## config.mk

```make
export PLATFORM = sky130hd
export DESIGN_NAME = multi_width_crc_window_engine
export DESIGN_NICKNAME = d
export VERILOG_FILES = /design/src/mwcrc_pkg.sv /design/src/mwcrc_update.sv /design/src/multi_width_crc_window_engine.sv
export SDC_FILE = /design/constraint.sdc
export NUM_CORES = 1
export LEC_CHECK = 0
export ABC_AREA = 1
export BUFFER_PORTS_ARGS = -buffer_cell sky130_fd_sc_hd__buf_4
export CAP_MARGIN = 15
export CORE_ASPECT_RATIO = 1.5
export CORE_MARGIN = 8
export CORE_UTILIZATION = 60
export DETAILED_ROUTE_END_ITERATION = 8
export GPL_TIMING_DRIVEN = 0
export MAX_ROUTING_LAYER = met4
export PLACE_DENSITY = 0.82
export REMOVE_ABC_BUFFERS = 1
export SETUP_SLACK_MARGIN = 0.3
export SYNTH_ARGS = -nofsm -noshare
export SYNTH_HDL_FRONTEND = slang
export SYNTH_SLANG_ARGS = --single-unit
```

## constraint.sdc

```tcl
create_clock -name clock -period 7.37 [get_ports clock]
set_clock_uncertainty 0.15 [all_clocks]
set_input_delay 1.1055 -clock clock [delete_from_list [all_inputs] [get_ports clock]]
set_output_delay 1.1055 -clock clock [all_outputs]
set_load 0.01 [all_outputs]
```

## src/mwcrc_pkg.sv

```systemverilog
package mwcrc_pkg;

   localparam int unsigned MAX_BYTES = 65535;
   localparam int unsigned POS_W = 16;

   localparam logic [31:0] POLY_8  = 32'h0000_001D;
   localparam logic [31:0] POLY_16 = 32'h0000_1021;
   localparam logic [31:0] POLY_32 = 32'h04C1_1DB7;
   localparam logic [31:0] MASK_8  = 32'h0000_00FF;
   localparam logic [31:0] MASK_16 = 32'h0000_FFFF;
   localparam logic [31:0] MASK_32 = 32'hFFFF_FFFF;
   localparam logic [31:0] CRC_INIT = 32'hFFFF_FFFF;

   typedef enum logic [1:0] {
      KIND_CRC8  = 2'd0,
      KIND_CRC16 = 2'd1,
      KIND_CRC32 = 2'd2,
      KIND_NONE  = 2'd3
   } kind_type;

   typedef enum logic [1:0] {
      STATUS_OK     = 2'd0,
      STATUS_WINDOW = 2'd1,
      STATUS_KIND   = 2'd2
   } status_type;

   typedef enum logic [1:0] {
      REG_KIND   = 2'd0,
      REG_OFFSET = 2'd1,
      REG_LENGTH = 2'd2
   } reg_addr_type;

   typedef struct packed {
      kind_type           kind;
      logic [POS_W-1:0]   offset;
      logic [POS_W-1:0]   length;
   } cfg_type;

   typedef struct packed {
      logic [31:0] crc;
      status_type  status;
   } result_type;

   // msb-first byte update, width picked by kind
   function automatic logic [31:0] crc_feed(input logic [31:0] crc_in,
                                            input kind_type kind,
                                            input logic [7:0] data);
      logic [31:0] crc;
      logic [31:0] mask;
      logic [31:0] poly;
      logic [31:0] top;
      logic [4:0]  lift;
      mask = MASK_32;
      poly = POLY_32;
      top  = 32'h8000_0000;
      lift = 5'd24;
      case (kind)
         KIND_CRC8: begin
            mask = MASK_8;
            poly = POLY_8;
            top  = 32'h0000_0080;
            lift = 5'd0;
         end
         KIND_CRC16: begin
            mask = MASK_16;
            poly = POLY_16;
            top  = 32'h0000_8000;
            lift = 5'd8;
         end
         default: begin
            mask = MASK_32;
            poly = POLY_32;
            top  = 32'h8000_0000;
            lift = 5'd24;
         end
      endcase
      crc = (crc_in & mask) ^ ({24'd0, data} << lift);
      for (int i = 0; i < 8; i++) begin
         if ((crc & top) != 32'd0) begin
            crc = ((crc << 1) ^ poly) & mask;
         end else begin
            crc = (crc << 1) & mask;
         end
      end
      return crc;
   endfunction

   function automatic logic [31:0] kind_mask(input kind_type kind);
      logic [31:0] m;
      case (kind)
         KIND_CRC8:  m = MASK_8;
         KIND_CRC16: m = MASK_16;
         KIND_CRC32: m = MASK_32;
         default:    m = 32'd0;
      endcase
      return m;
   endfunction

endpackage

```

## src/mwcrc_update.sv

```systemverilog
module mwcrc_update
   import mwcrc_pkg::*;
(
   input  cfg_type           cfg,
   input  logic [31:0]       acc,
   input  logic [POS_W-1:0]  pos,
   input  logic [7:0]        data_byte,
   output logic [31:0]       acc_next,
   output logic [POS_W-1:0]  pos_next,
   output result_type        result
);

   localparam logic [POS_W-1:0] MAX_POS = POS_W'(MAX_BYTES);

   logic [POS_W:0] win_end;
   logic [POS_W:0] count;
   logic           in_window;
   logic           at_max;

   assign win_end   = {1'b0, cfg.offset} + {1'b0, cfg.length};
   assign in_window = (pos >= cfg.offset) && ({1'b0, pos} < win_end);
   assign at_max    = (pos >= MAX_POS);
   assign count     = at_max ? {1'b0, MAX_POS} : ({1'b0, pos} + 1'b1);
   assign pos_next  = at_max ? pos : count[POS_W-1:0];

   always_comb begin
      if (in_window && (cfg.kind != KIND_NONE)) begin
         acc_next = crc_feed(acc, cfg.kind, data_byte);
      end else begin
         acc_next = acc;
      end
   end

   always_comb begin
      if (win_end > count) begin
         result.crc    = 32'd0;
         result.status = STATUS_WINDOW;
      end else if (cfg.kind == KIND_NONE) begin
         result.crc    = 32'd0;
         result.status = STATUS_KIND;
      end else begin
         result.crc    = acc_next & kind_mask(cfg.kind);
         result.status = STATUS_OK;
      end
   end

endmodule

```

## src/multi_width_crc_window_engine.sv

```systemverilog
// a byte accepted into the input register is processed when that stage advances, and the
// result of a last byte is then registered into the output register that drives rsp_tdata
// throughput: one byte per cycle through the combinational crc accumulator update; a
// last byte holds the input only while the previous result still waits for the receiver
// reset: synchronous, active high; clears the valid flags of both stages, the byte position, the
// accumulator (to all ones) and the configuration registers
module multi_width_crc_window_engine
   import mwcrc_pkg::*;
(
   input  logic        clock,
   input  logic        reset,
   input  logic        req_tvalid,
   output logic        req_tready,
   input  logic [7:0]  req_tdata,   // [7:0] data_byte
   input  logic        req_tlast,   // last_byte
   output logic        rsp_tvalid,
   input  logic        rsp_tready,
   output logic [31:0] rsp_tdata,   // [31:0] crc_value
   output logic [1:0]  rsp_tuser,   // [1:0] status
   input  logic        csr_psel,
   input  logic        csr_penable,
   input  logic        csr_pwrite,
   input  logic [3:0]  csr_paddr,
   input  logic [31:0] csr_pwdata,
   output logic [31:0] csr_prdata,
   output logic        csr_pready
);

   cfg_type          cfg_ff;
   cfg_type          cfg_in;
   logic             in_valid_ff;
   logic             in_valid_in;
   logic [7:0]       in_byte_ff;
   logic             in_last_ff;
   logic [31:0]      acc_ff;
   logic [31:0]      acc_in;
   logic [POS_W-1:0] pos_ff;
   logic [POS_W-1:0] pos_in;
   logic             out_valid_ff;
   logic             out_valid_in;
   result_type       out_ff;
   logic [31:0]      acc_next;
   logic [POS_W-1:0] pos_next;
   result_type       result;
   logic             advance;
   logic             req_fire;
   logic             csr_write;
   reg_addr_type     csr_reg;

   // configuration port
   assign csr_pready = 1'b1;
   assign csr_write  = csr_psel && csr_penable && csr_pwrite && csr_pready;
   assign csr_reg    = reg_addr_type'(csr_paddr[3:2]);

   always_comb begin
      cfg_in = cfg_ff;
      if (csr_write) begin
         unique case (csr_reg)
            REG_KIND:   cfg_in.kind   = kind_type'(csr_pwdata[1:0]);
            REG_OFFSET: cfg_in.offset = csr_pwdata[POS_W-1:0];
            REG_LENGTH: cfg_in.length = csr_pwdata[POS_W-1:0];
            default:    cfg_in = cfg_ff;
         endcase
      end
   end

   always_comb begin
      unique case (csr_reg)
         REG_KIND:   csr_prdata = {30'd0, cfg_ff.kind};
         REG_OFFSET: csr_prdata = {{(32-POS_W){1'b0}}, cfg_ff.offset};
         REG_LENGTH: csr_prdata = {{(32-POS_W){1'b0}}, cfg_ff.length};
         default:    csr_prdata = 32'd0;
      endcase
   end

   always_ff @(posedge clock) begin
      if (reset) begin
         cfg_ff.kind   <= KIND_CRC8;
         cfg_ff.offset <= '0;
         cfg_ff.length <= '0;
      end else begin
         cfg_ff <= cfg_in;
      end
   end

   // input stage moves on unless a last word would overwrite a waiting result
   assign advance    = in_valid_ff && (!in_last_ff || !out_valid_ff || rsp_tready);
   assign req_tready = !in_valid_ff || advance;
   assign req_fire   = req_tvalid && req_tready;

   mwcrc_update u_update (
      .cfg       (cfg_ff),
      .acc       (acc_ff),
      .pos       (pos_ff),
      .data_byte (in_byte_ff),
      .acc_next  (acc_next),
      .pos_next  (pos_next),
      .result    (result)
   );

   always_comb begin
      in_valid_in = in_valid_ff;
      if (req_tready) begin
         in_valid_in = req_tvalid;
      end
   end

   always_comb begin
      acc_in = acc_ff;
      pos_in = pos_ff;
      if (advance) begin
         if (in_last_ff) begin
            acc_in = CRC_INIT;
            pos_in = '0;
         end else begin
            acc_in = acc_next;
            pos_in = pos_next;
         end
      end
   end

   always_comb begin
      out_valid_in = out_valid_ff;
      if (rsp_tready) begin
         out_valid_in = 1'b0;
      end
      if (advance && in_last_ff) begin
         out_valid_in = 1'b1;
      end
   end

   always_ff @(posedge clock) begin
      if (reset) begin
         in_valid_ff  <= 1'b0;
         out_valid_ff <= 1'b0;
         acc_ff       <= CRC_INIT;
         pos_ff       <= '0;
      end else begin
         in_valid_ff  <= in_valid_in;
         out_valid_ff <= out_valid_in;
         acc_ff       <= acc_in;
         pos_ff       <= pos_in;
      end
   end

   always_ff @(posedge clock) begin
      if (req_fire) begin
         in_byte_ff <= req_tdata;
         in_last_ff <= req_tlast;
      end
      if (advance && in_last_ff) begin
         out_ff <= result;
      end
   end

   assign rsp_tvalid = out_valid_ff;
   assign rsp_tdata  = out_ff.crc;
   assign rsp_tuser  = out_ff.status;

endmodule

```

==> flow_summary.toml, run 1 <==
[status]
outcome = "complete, no violations"

[critical_path]
crit_type = "reg2reg"
critPathMaxStageDelay_ns = 0.46
worstSetupStartpointType = "register"
endpoint_kind = "register"
cp.buffers_inverters = 3
path_delay_family = "compound AO/OA/AOI/OAI gates"
crit_required_ns = 7.38
path_max_fanout = 15
cpMaxStageDelayCell = "nor2_2"
worst_ep_arrival_time_ns = 6.64
cpMostUsedCell = "a21oi_1"

[floorplan]
die_w_microns = 121
pin_count = 121
initial_core_util_pct = 61.3
rows = 57
core_sq_um = 16200
dieArea_sq_um = 21000
fp.dieH_microns = 173

[pwr]
intPower_w = 0.00168
leakage_nw = 5.32
combPwrFrac_pct = 44.8
power.density_nw_per_um2 = 263
pwr-share-clk_pct = 28.2
seqPwrFrac_pct = 27.0
p_sw_share_pct = 42.9
ir_drop_mv = 0.146
p_switching_w = 0.00126

[cts]
clock_sinks = 127
cts_root_buf = "clkbuf_16"
post_cts_buffers = 0
path_clk_slew_ns = 0.06
postCtsHoldBufs = 0
insertion_delay_ns = 0.43
cts_tree = "yes"
numCtsBuffers = 17
clockBufferDepth = 2
ctsHtreeMaxLevel = 4

[sta]
hold_viol_final = 0
setup-violations-final = 0
rsz0062_at_grt = "yes"
maxSlewViolCount = 0
fin_tns_setup_ns = 0
fin_ws_ns = 0.739
relSlewSlack_pct = 26.8
period_minus_slack_ns = 6.63
fmax_mhz = 151
worst_slew_pin_slew_ns = 1.10
finalCritPeriodShare_pct = 90.0
whs_ns = 0.321

[layout]
antenna_cells = 0
layout-drive-gt1-share_pct = 11.8
nNetsFinal = 1623
utilization_pct = 68.8
area_growth_pct = 12.3

[yosys]
netlist_area_sq_um = 9920
synthTopCellsByArea = "dfxtp_1 17%, nand2_1 14%, edfxtp_1 13%"
synthArstFlopShare_pct = 0
syn_inst = 1442
syn_area_per_cell_sq_um = 6.88
synth_edf_count = 43
synth_ff_type = "dfxtp_1"
synth_top_cell_by_area = "dfxtp_1"
yosys-top-cells-count = "379 x nand2_1, 158 x inv_1, 120 x a21oi_1"
synth_top_area_share_pct = 17.0
ys_types = 51
ys_warn_count = 0
yosysSeqAreaShare_pct = 30.0
yosysMostFrequentCell = "nand2_1"
synth_seq_cells = 127

[global_routing]
overflow = 0
track_usage_pct = 28.5
grt_pass1_wl_mm = 46.5
grt_pass1_vias = 9827
grt_max_degree = 53
antenna_found_initial = 0

[detailed_routing]
wl_met1_mm = 9.96
vias = 9832
ant_nets = 0
routed_wl_mm = 29.0
dr_wl_met3_mm = 1.81
top_layer = "met4"
first_pass_iters = 8
dr.first_iter.drc_count = 670
wl_met2_mm = 15.3
routed_via_density = 5.72
wl_per_cell_microns = 16.9
drc = 0

[min_path]
hp-class = "reg2reg"

[placement]
dp_hpwl_mm = 20.8
portBuffers = 85
dp_slack_ns = 0.242
routabilityCongestion = 1.00

[job]
maxCapViolCount = 0
placed cells by master, fill, tap and decap left out, types with 2 or more instances in the layout:
cell type     n
o22ai_1       4
nor2_2        3
nand3_4       2
o21a_1        3
a22o_1        2
nor3_1       15
a2bb2oi_1     2
o21ai_1      16
inv_1       156
nand2_1     378
nand4_1       9
nand3b_1      2
clkinv_2      5
and2_1        4
o211ai_1      4
o21ai_0      99
nand2_2      12
xor2_1       59
clkinv_4      5
a31oi_1       2
clkinvlp_4    3
dfxtp_1      84
o21bai_1     11
a21oi_1     120
conb_1       17
nor2_1      111
edfxtp_1     43
or2_2         9
inv_2         6
buf_4        89
ha_1         70
bufinv_16     2
nand3_2      12
nand2_4       4
clkbuf_16    17
xnor2_1      15
a21o_1        6
nand3_1      89
o31ai_1       2
cell families after synthesis:
kind of cell,synth area share [%]
simple gates,28.3
compound gates,15.3
buf+inv,10.4
flops,30.0
xor+xnor,6.70
fa+ha+maj,9.16
other cells,0.0757
repair_timing:
action / 4_1_cts / 5_1_grt
gates resized for setup: 1 / 6
cloned: 0 / 1
endpoints found under the setup margin: 10 / 42
worst reg2reg max path, delay by kind of cell (launching register included):
kind	cells	cell delay, ns
adders and majority gates	3	0.73
DFF	1	0.39
buffers and inverters	3	0.74
AOI/OAI and AO/OA	13	2.61
and+or+nand+nor	9	1.38
xor gates and xnor gates	1	0.34
final timing paths:
| kind | slack, ns | endpoint | depth (start not counted) | from |
|---|---|---|---|---|
| worst min-delay path | 0.32 | acc_ff[20] | 2 | acc_ff[20] |
| worst max-delay path | 0.74 | rsp_tdata[12] | 29 | cfg_ff[16] |
| worst min register to register | 0.32 | acc_ff[20] | 2 | acc_ff[20] |
| worst max register to register | 0.74 | rsp_tdata[12] | 29 | cfg_ff[16] |
power groups by stage:
stage / Clock, W / Combinational [W] / Sequential (W)
6_report: 0.000828 / 0.00131 / 0.000792
5_1_grt: 0.000857 / 0.00148 / 0.000796
4_1_cts: 0.000831 / 0.00127 / 0.000791
3_5_place_dp: 0 / 0.00126 / 0.000806
3_3_place_gp: 0 / 0.00123 / 0.000804
2_1_floorplan: 0 / 0.000949 / 0.000801
per-layer routing:
layer | vias up | GRT usage (%)
met3 | 135 | 4.53
met5 | - | -
met1 | 4510 | 26.6
met4 | 0 | 20.5
li1 | 4794 | -
met2 | 393 | 51.2
per-stage QoR:
stage / cell area, sq um / cells / total power (W)
floorplan: 9550 / 1387 / 0.00175
global placement: 10400 / 1678 / 0.00204
detailed placement: 10500 / 1683 / 0.00207
CTS: 11100 / 1715 / 0.00289
global route: 11100 / 1718 / 0.00313
finish: 11100 / 1718 / 0.00293
sequential cells by signal, summed over array words and instances, names as in the netlist:
signal	count
acc_ff	32
cfg_ff	34
in_byte_ff	8
in_last_ff	1
in_valid_ff	1
pos_ff	16
rsp_tdata	32
rsp_tuser	2
rsp_tvalid	1
final cells by class:
class | instances | area [sq um]
multi-input cells | 1097 | 5990
inverters | 163 | 616
clock inverters | 15 | 148
clock buffers | 17 | 425
fillers | 1410 | 5050
well taps | 206 | 258
flip-flops and latches | 127 | 2970
repair buffers | 92 | 722
repair inverters | 1 | 5.00
Note: power is estimated with default switching activity, not from simulation.
==> run 2: changes to the inputs <==
--- a/config.mk
+++ b/config.mk
@@ -5,16 +5,17 @@
 export SDC_FILE = /design/constraint.sdc
 export NUM_CORES = 1
 export LEC_CHECK = 0
-export ABC_AREA = 1
-export BUFFER_PORTS_ARGS = -buffer_cell sky130_fd_sc_hd__buf_4
+export BUFFER_PORTS_ARGS = -buffer_cell sky130_fd_sc_hd__buf_2
 export CAP_MARGIN = 15
+export CELL_PAD_IN_SITES_DETAIL_PLACEMENT = 0
+export CELL_PAD_IN_SITES_GLOBAL_PLACEMENT = 2
 export CORE_ASPECT_RATIO = 1.5
 export CORE_MARGIN = 8
-export CORE_UTILIZATION = 60
+export CORE_UTILIZATION = 38
 export DETAILED_ROUTE_END_ITERATION = 8
 export GPL_TIMING_DRIVEN = 0
 export MAX_ROUTING_LAYER = met4
-export PLACE_DENSITY = 0.82
+export PLACE_DENSITY_LB_ADDON = 0.1
 export REMOVE_ABC_BUFFERS = 1
 export SETUP_SLACK_MARGIN = 0.3
 export SYNTH_ARGS = -nofsm -noshare
==> run 2 against run 1 <==
Net effect:
- via count down 6.9%
- synthesized cell count down 13%
- maximum frequency down 2.3%
- combinational power down 9.9%
- final cell count down 3.7%
- setup slack worse by 0.16 ns
- critical path type unchanged
- critical endpoint is now rsp_tdata[10]
==> flow_summary.toml, run 2 <==
[global_routing]
grt_pass1_wl_mm = 52.0
grt_pass1_vias = 9177
antenna_found_initial = 0
track_usage_pct = 21.4
grt_max_degree = 55
overflow = 0

[sta]
setup-violations-final = 0
rsz0062_at_grt = "no"
maxSlewViolCount = 0
finalCritPeriodShare_pct = 92.1
relSlewSlack_pct = 26.7
hold_viol_final = 0
period_minus_slack_ns = 6.79
worst_slew_pin_slew_ns = 1.10
fin_tns_setup_ns = 0
fmax_mhz = 147

[detailed_routing]
wl_per_cell_microns = 20.2
dr.first_iter.drc_count = 410
vias = 9156
drc = 0
ant_nets = 0
routed_wl_mm = 33.4
first_pass_iters = 5
routed_via_density = 5.53

[pwr]
ir_drop_mv = 0.169
power.density_nw_per_um2 = 250
leakage_nw = 4.62

[cts]
clockBufferDepth = 2
numCtsBuffers = 17
cts_tree = "yes"
postCtsHoldBufs = 0
ctsHtreeMaxLevel = 4
cts_root_buf = "clkbuf_16"
path_clk_slew_ns = 0.06
insertion_delay_ns = 0.45
clock_sinks = 127

[floorplan]
fp.dieH_microns = 217
rows = 73
die_w_microns = 150
initial_core_util_pct = 38.6
core_sq_um = 26500
pin_count = 121
dieArea_sq_um = 32500

[yosys]
ys_types = 94
netlist_area_sq_um = 10200
syn_inst = 1253
yosysMostFrequentCell = "nand2_1"
yosys-top-cells-count = "148 x nand2_1, 119 x nor2_1, 113 x a21oi_1"
yosysSeqAreaShare_pct = 29.1
synthTopCellsByArea = "dfxtp_1 16%, edfxtp_1 13%, ha_1 8.7%"
syn_area_per_cell_sq_um = 8.16
synth_seq_cells = 127
ys_warn_count = 0
synth_edf_count = 43
synthArstFlopShare_pct = 0
synth_ff_type = "dfxtp_1"
synth_top_area_share_pct = 16.5
synth_top_cell_by_area = "dfxtp_1"

[placement]
dp_cells = 1617
portBuffers = 85
routabilityCongestion = 0.870
dp_hpwl_mm = 25.2

[status]
outcome = "complete, no violations"

[min_path]
hp-start = "cfg_ff[15]"
hp-class = "reg2reg"

[critical_path]
worst_ep_arrival_time_ns = 6.95
cpMaxStageDelayCell = "or3_2"
timing.critical_path.cells = "inv_1 > ha_1 > buf_8 > buf_8 > or2_2 > o221ai_4 > a21o_4 > a2111oi_4 > buf_4 > o31ai_4 > a2111oi_0 > a211oi_2 > xor2_4 > nor4b_4 > nor4_1 > or3_2 > xnor2_1 > o311a_1 > a2111oi_0 > a21o_1"
startpoint = "cfg_ff[33]"
r2r_start = "cfg_ff[33]"
critPathMaxStageDelay_ns = 0.75
path_max_fanout = 22
crit_type = "reg2reg"
worstSetupStartpointType = "register"
endpoint_kind = "register"
crit_required_ns = 7.53

[layout]
antenna_cells = 0
layout-drive-gt1-share_pct = 14.2
largest_reg_flops = 34
regMostFlops = "cfg_ff"
final_cells = 1655
nNetsFinal = 1429
most-common-layout-cells = "148 x nand2_1, 118 x nor2_1, 113 x a21oi_1, 90 x xnor2_1, 86 x buf_2"
area_growth_pct = 13.9
utilization_pct = 44.0
layout_commonest_cell = "nand2_1"

[job]
maxCapViolCount = 0
==> run 2: cell types whose count changed in the layout (fill, tap and decap cells not counted), sizes merged, moves of 24 or more <==
cell   change
nand3     -77
inv      -110
a21o      +24
xnor2     +76
nand2    -245
xor2      -25
o21ai     -68
==> run 2: final cells by class <==
| class | instances | area [sq um] |
|---|---|---|
| tap | 337 | 422 |
| inverter | 52 | 195 |
| clock inverter | 13 | 195 |
| multi-input combinational | 1004 | 6780 |
| clock buffer | 19 | 433 |
| fill | 2760 | 14800 |
| sequential | 127 | 2970 |
| timing repair buffer | 103 | 641 |
==> run 2: path summary, 6_finish.rpt <==
check | end | slack (ns) | depth (start not counted)
hold reg to reg | cfg_ff[15] | 0.33 | 2
setup / recovery | rsp_tdata[10] | 0.58 | 20
hold / removal | cfg_ff[15] | 0.33 | 2
setup reg to reg | rsp_tdata[10] | 0.58 | 20
==> run 2: report_power, final <==
part	switching (W)	internal, W
logic	0.000718	0.000467
clock network	0.000342	0.000595
registers	0.0000323	0.000761
total	0.00109	0.00182
==> run 2: repair_timing <==
action                                  in CTS  in global routing
endpoints found under the setup margin      26                  9
pin swaps                                    1                  3
setup buffers                                0                  4
resized for setup                            5                  8
gates cloned                                 0                  1
==> run 2: cell families after synthesis <==
group / count (synthesis) / synth area share [%]
mux: 19 / 1.89
buf+inv: 138 / 5.91
fa+ha+maj: 72 / 8.89
xor+xnor: 126 / 10.9
compound gates: 344 / 23.8
flops: 127 / 29.1
other cells: 2 / 0.0735
simple gates: 425 / 19.4
==> run 2: metrics by stage <==
step	worst slack, ns	instance area [sq um]	power, W	hold slack, ns
2_1_floorplan	0.341	9870	0.00165	0.297
3_3_place_gp	-2.63	10700	0.00197	0.314
3_5_place_dp	-0.523	10900	0.00197	0.320
4_1_cts	0.318	11600	0.00292	0.330
5_1_grt	0.305	11600	0.00307	0.351
6_report	0.583	11600	0.00291	0.328
==> run 2: worst max-delay path: cells and delay by family, from the launching register on <==
kind                     cells  cell delay (ns)
adder cells (fa/ha/maj)      1             0.25
AND/OR/NAND/NOR              4             1.65
AO/OA/AOI/OAI                9             2.70
flip-flops                   1             0.62
buffers and inverters        4             0.73
XOR/XNOR                     2             0.53
==> run 2: routing by layer <==
metal	share of wire [%]	GRT usage, %	wire, microns
met2	54	38.9	17900
met1	39	22.0	13000
met5	0	-	0
met3	3.1	3.45	1030
met4	4.4	10.0	1470
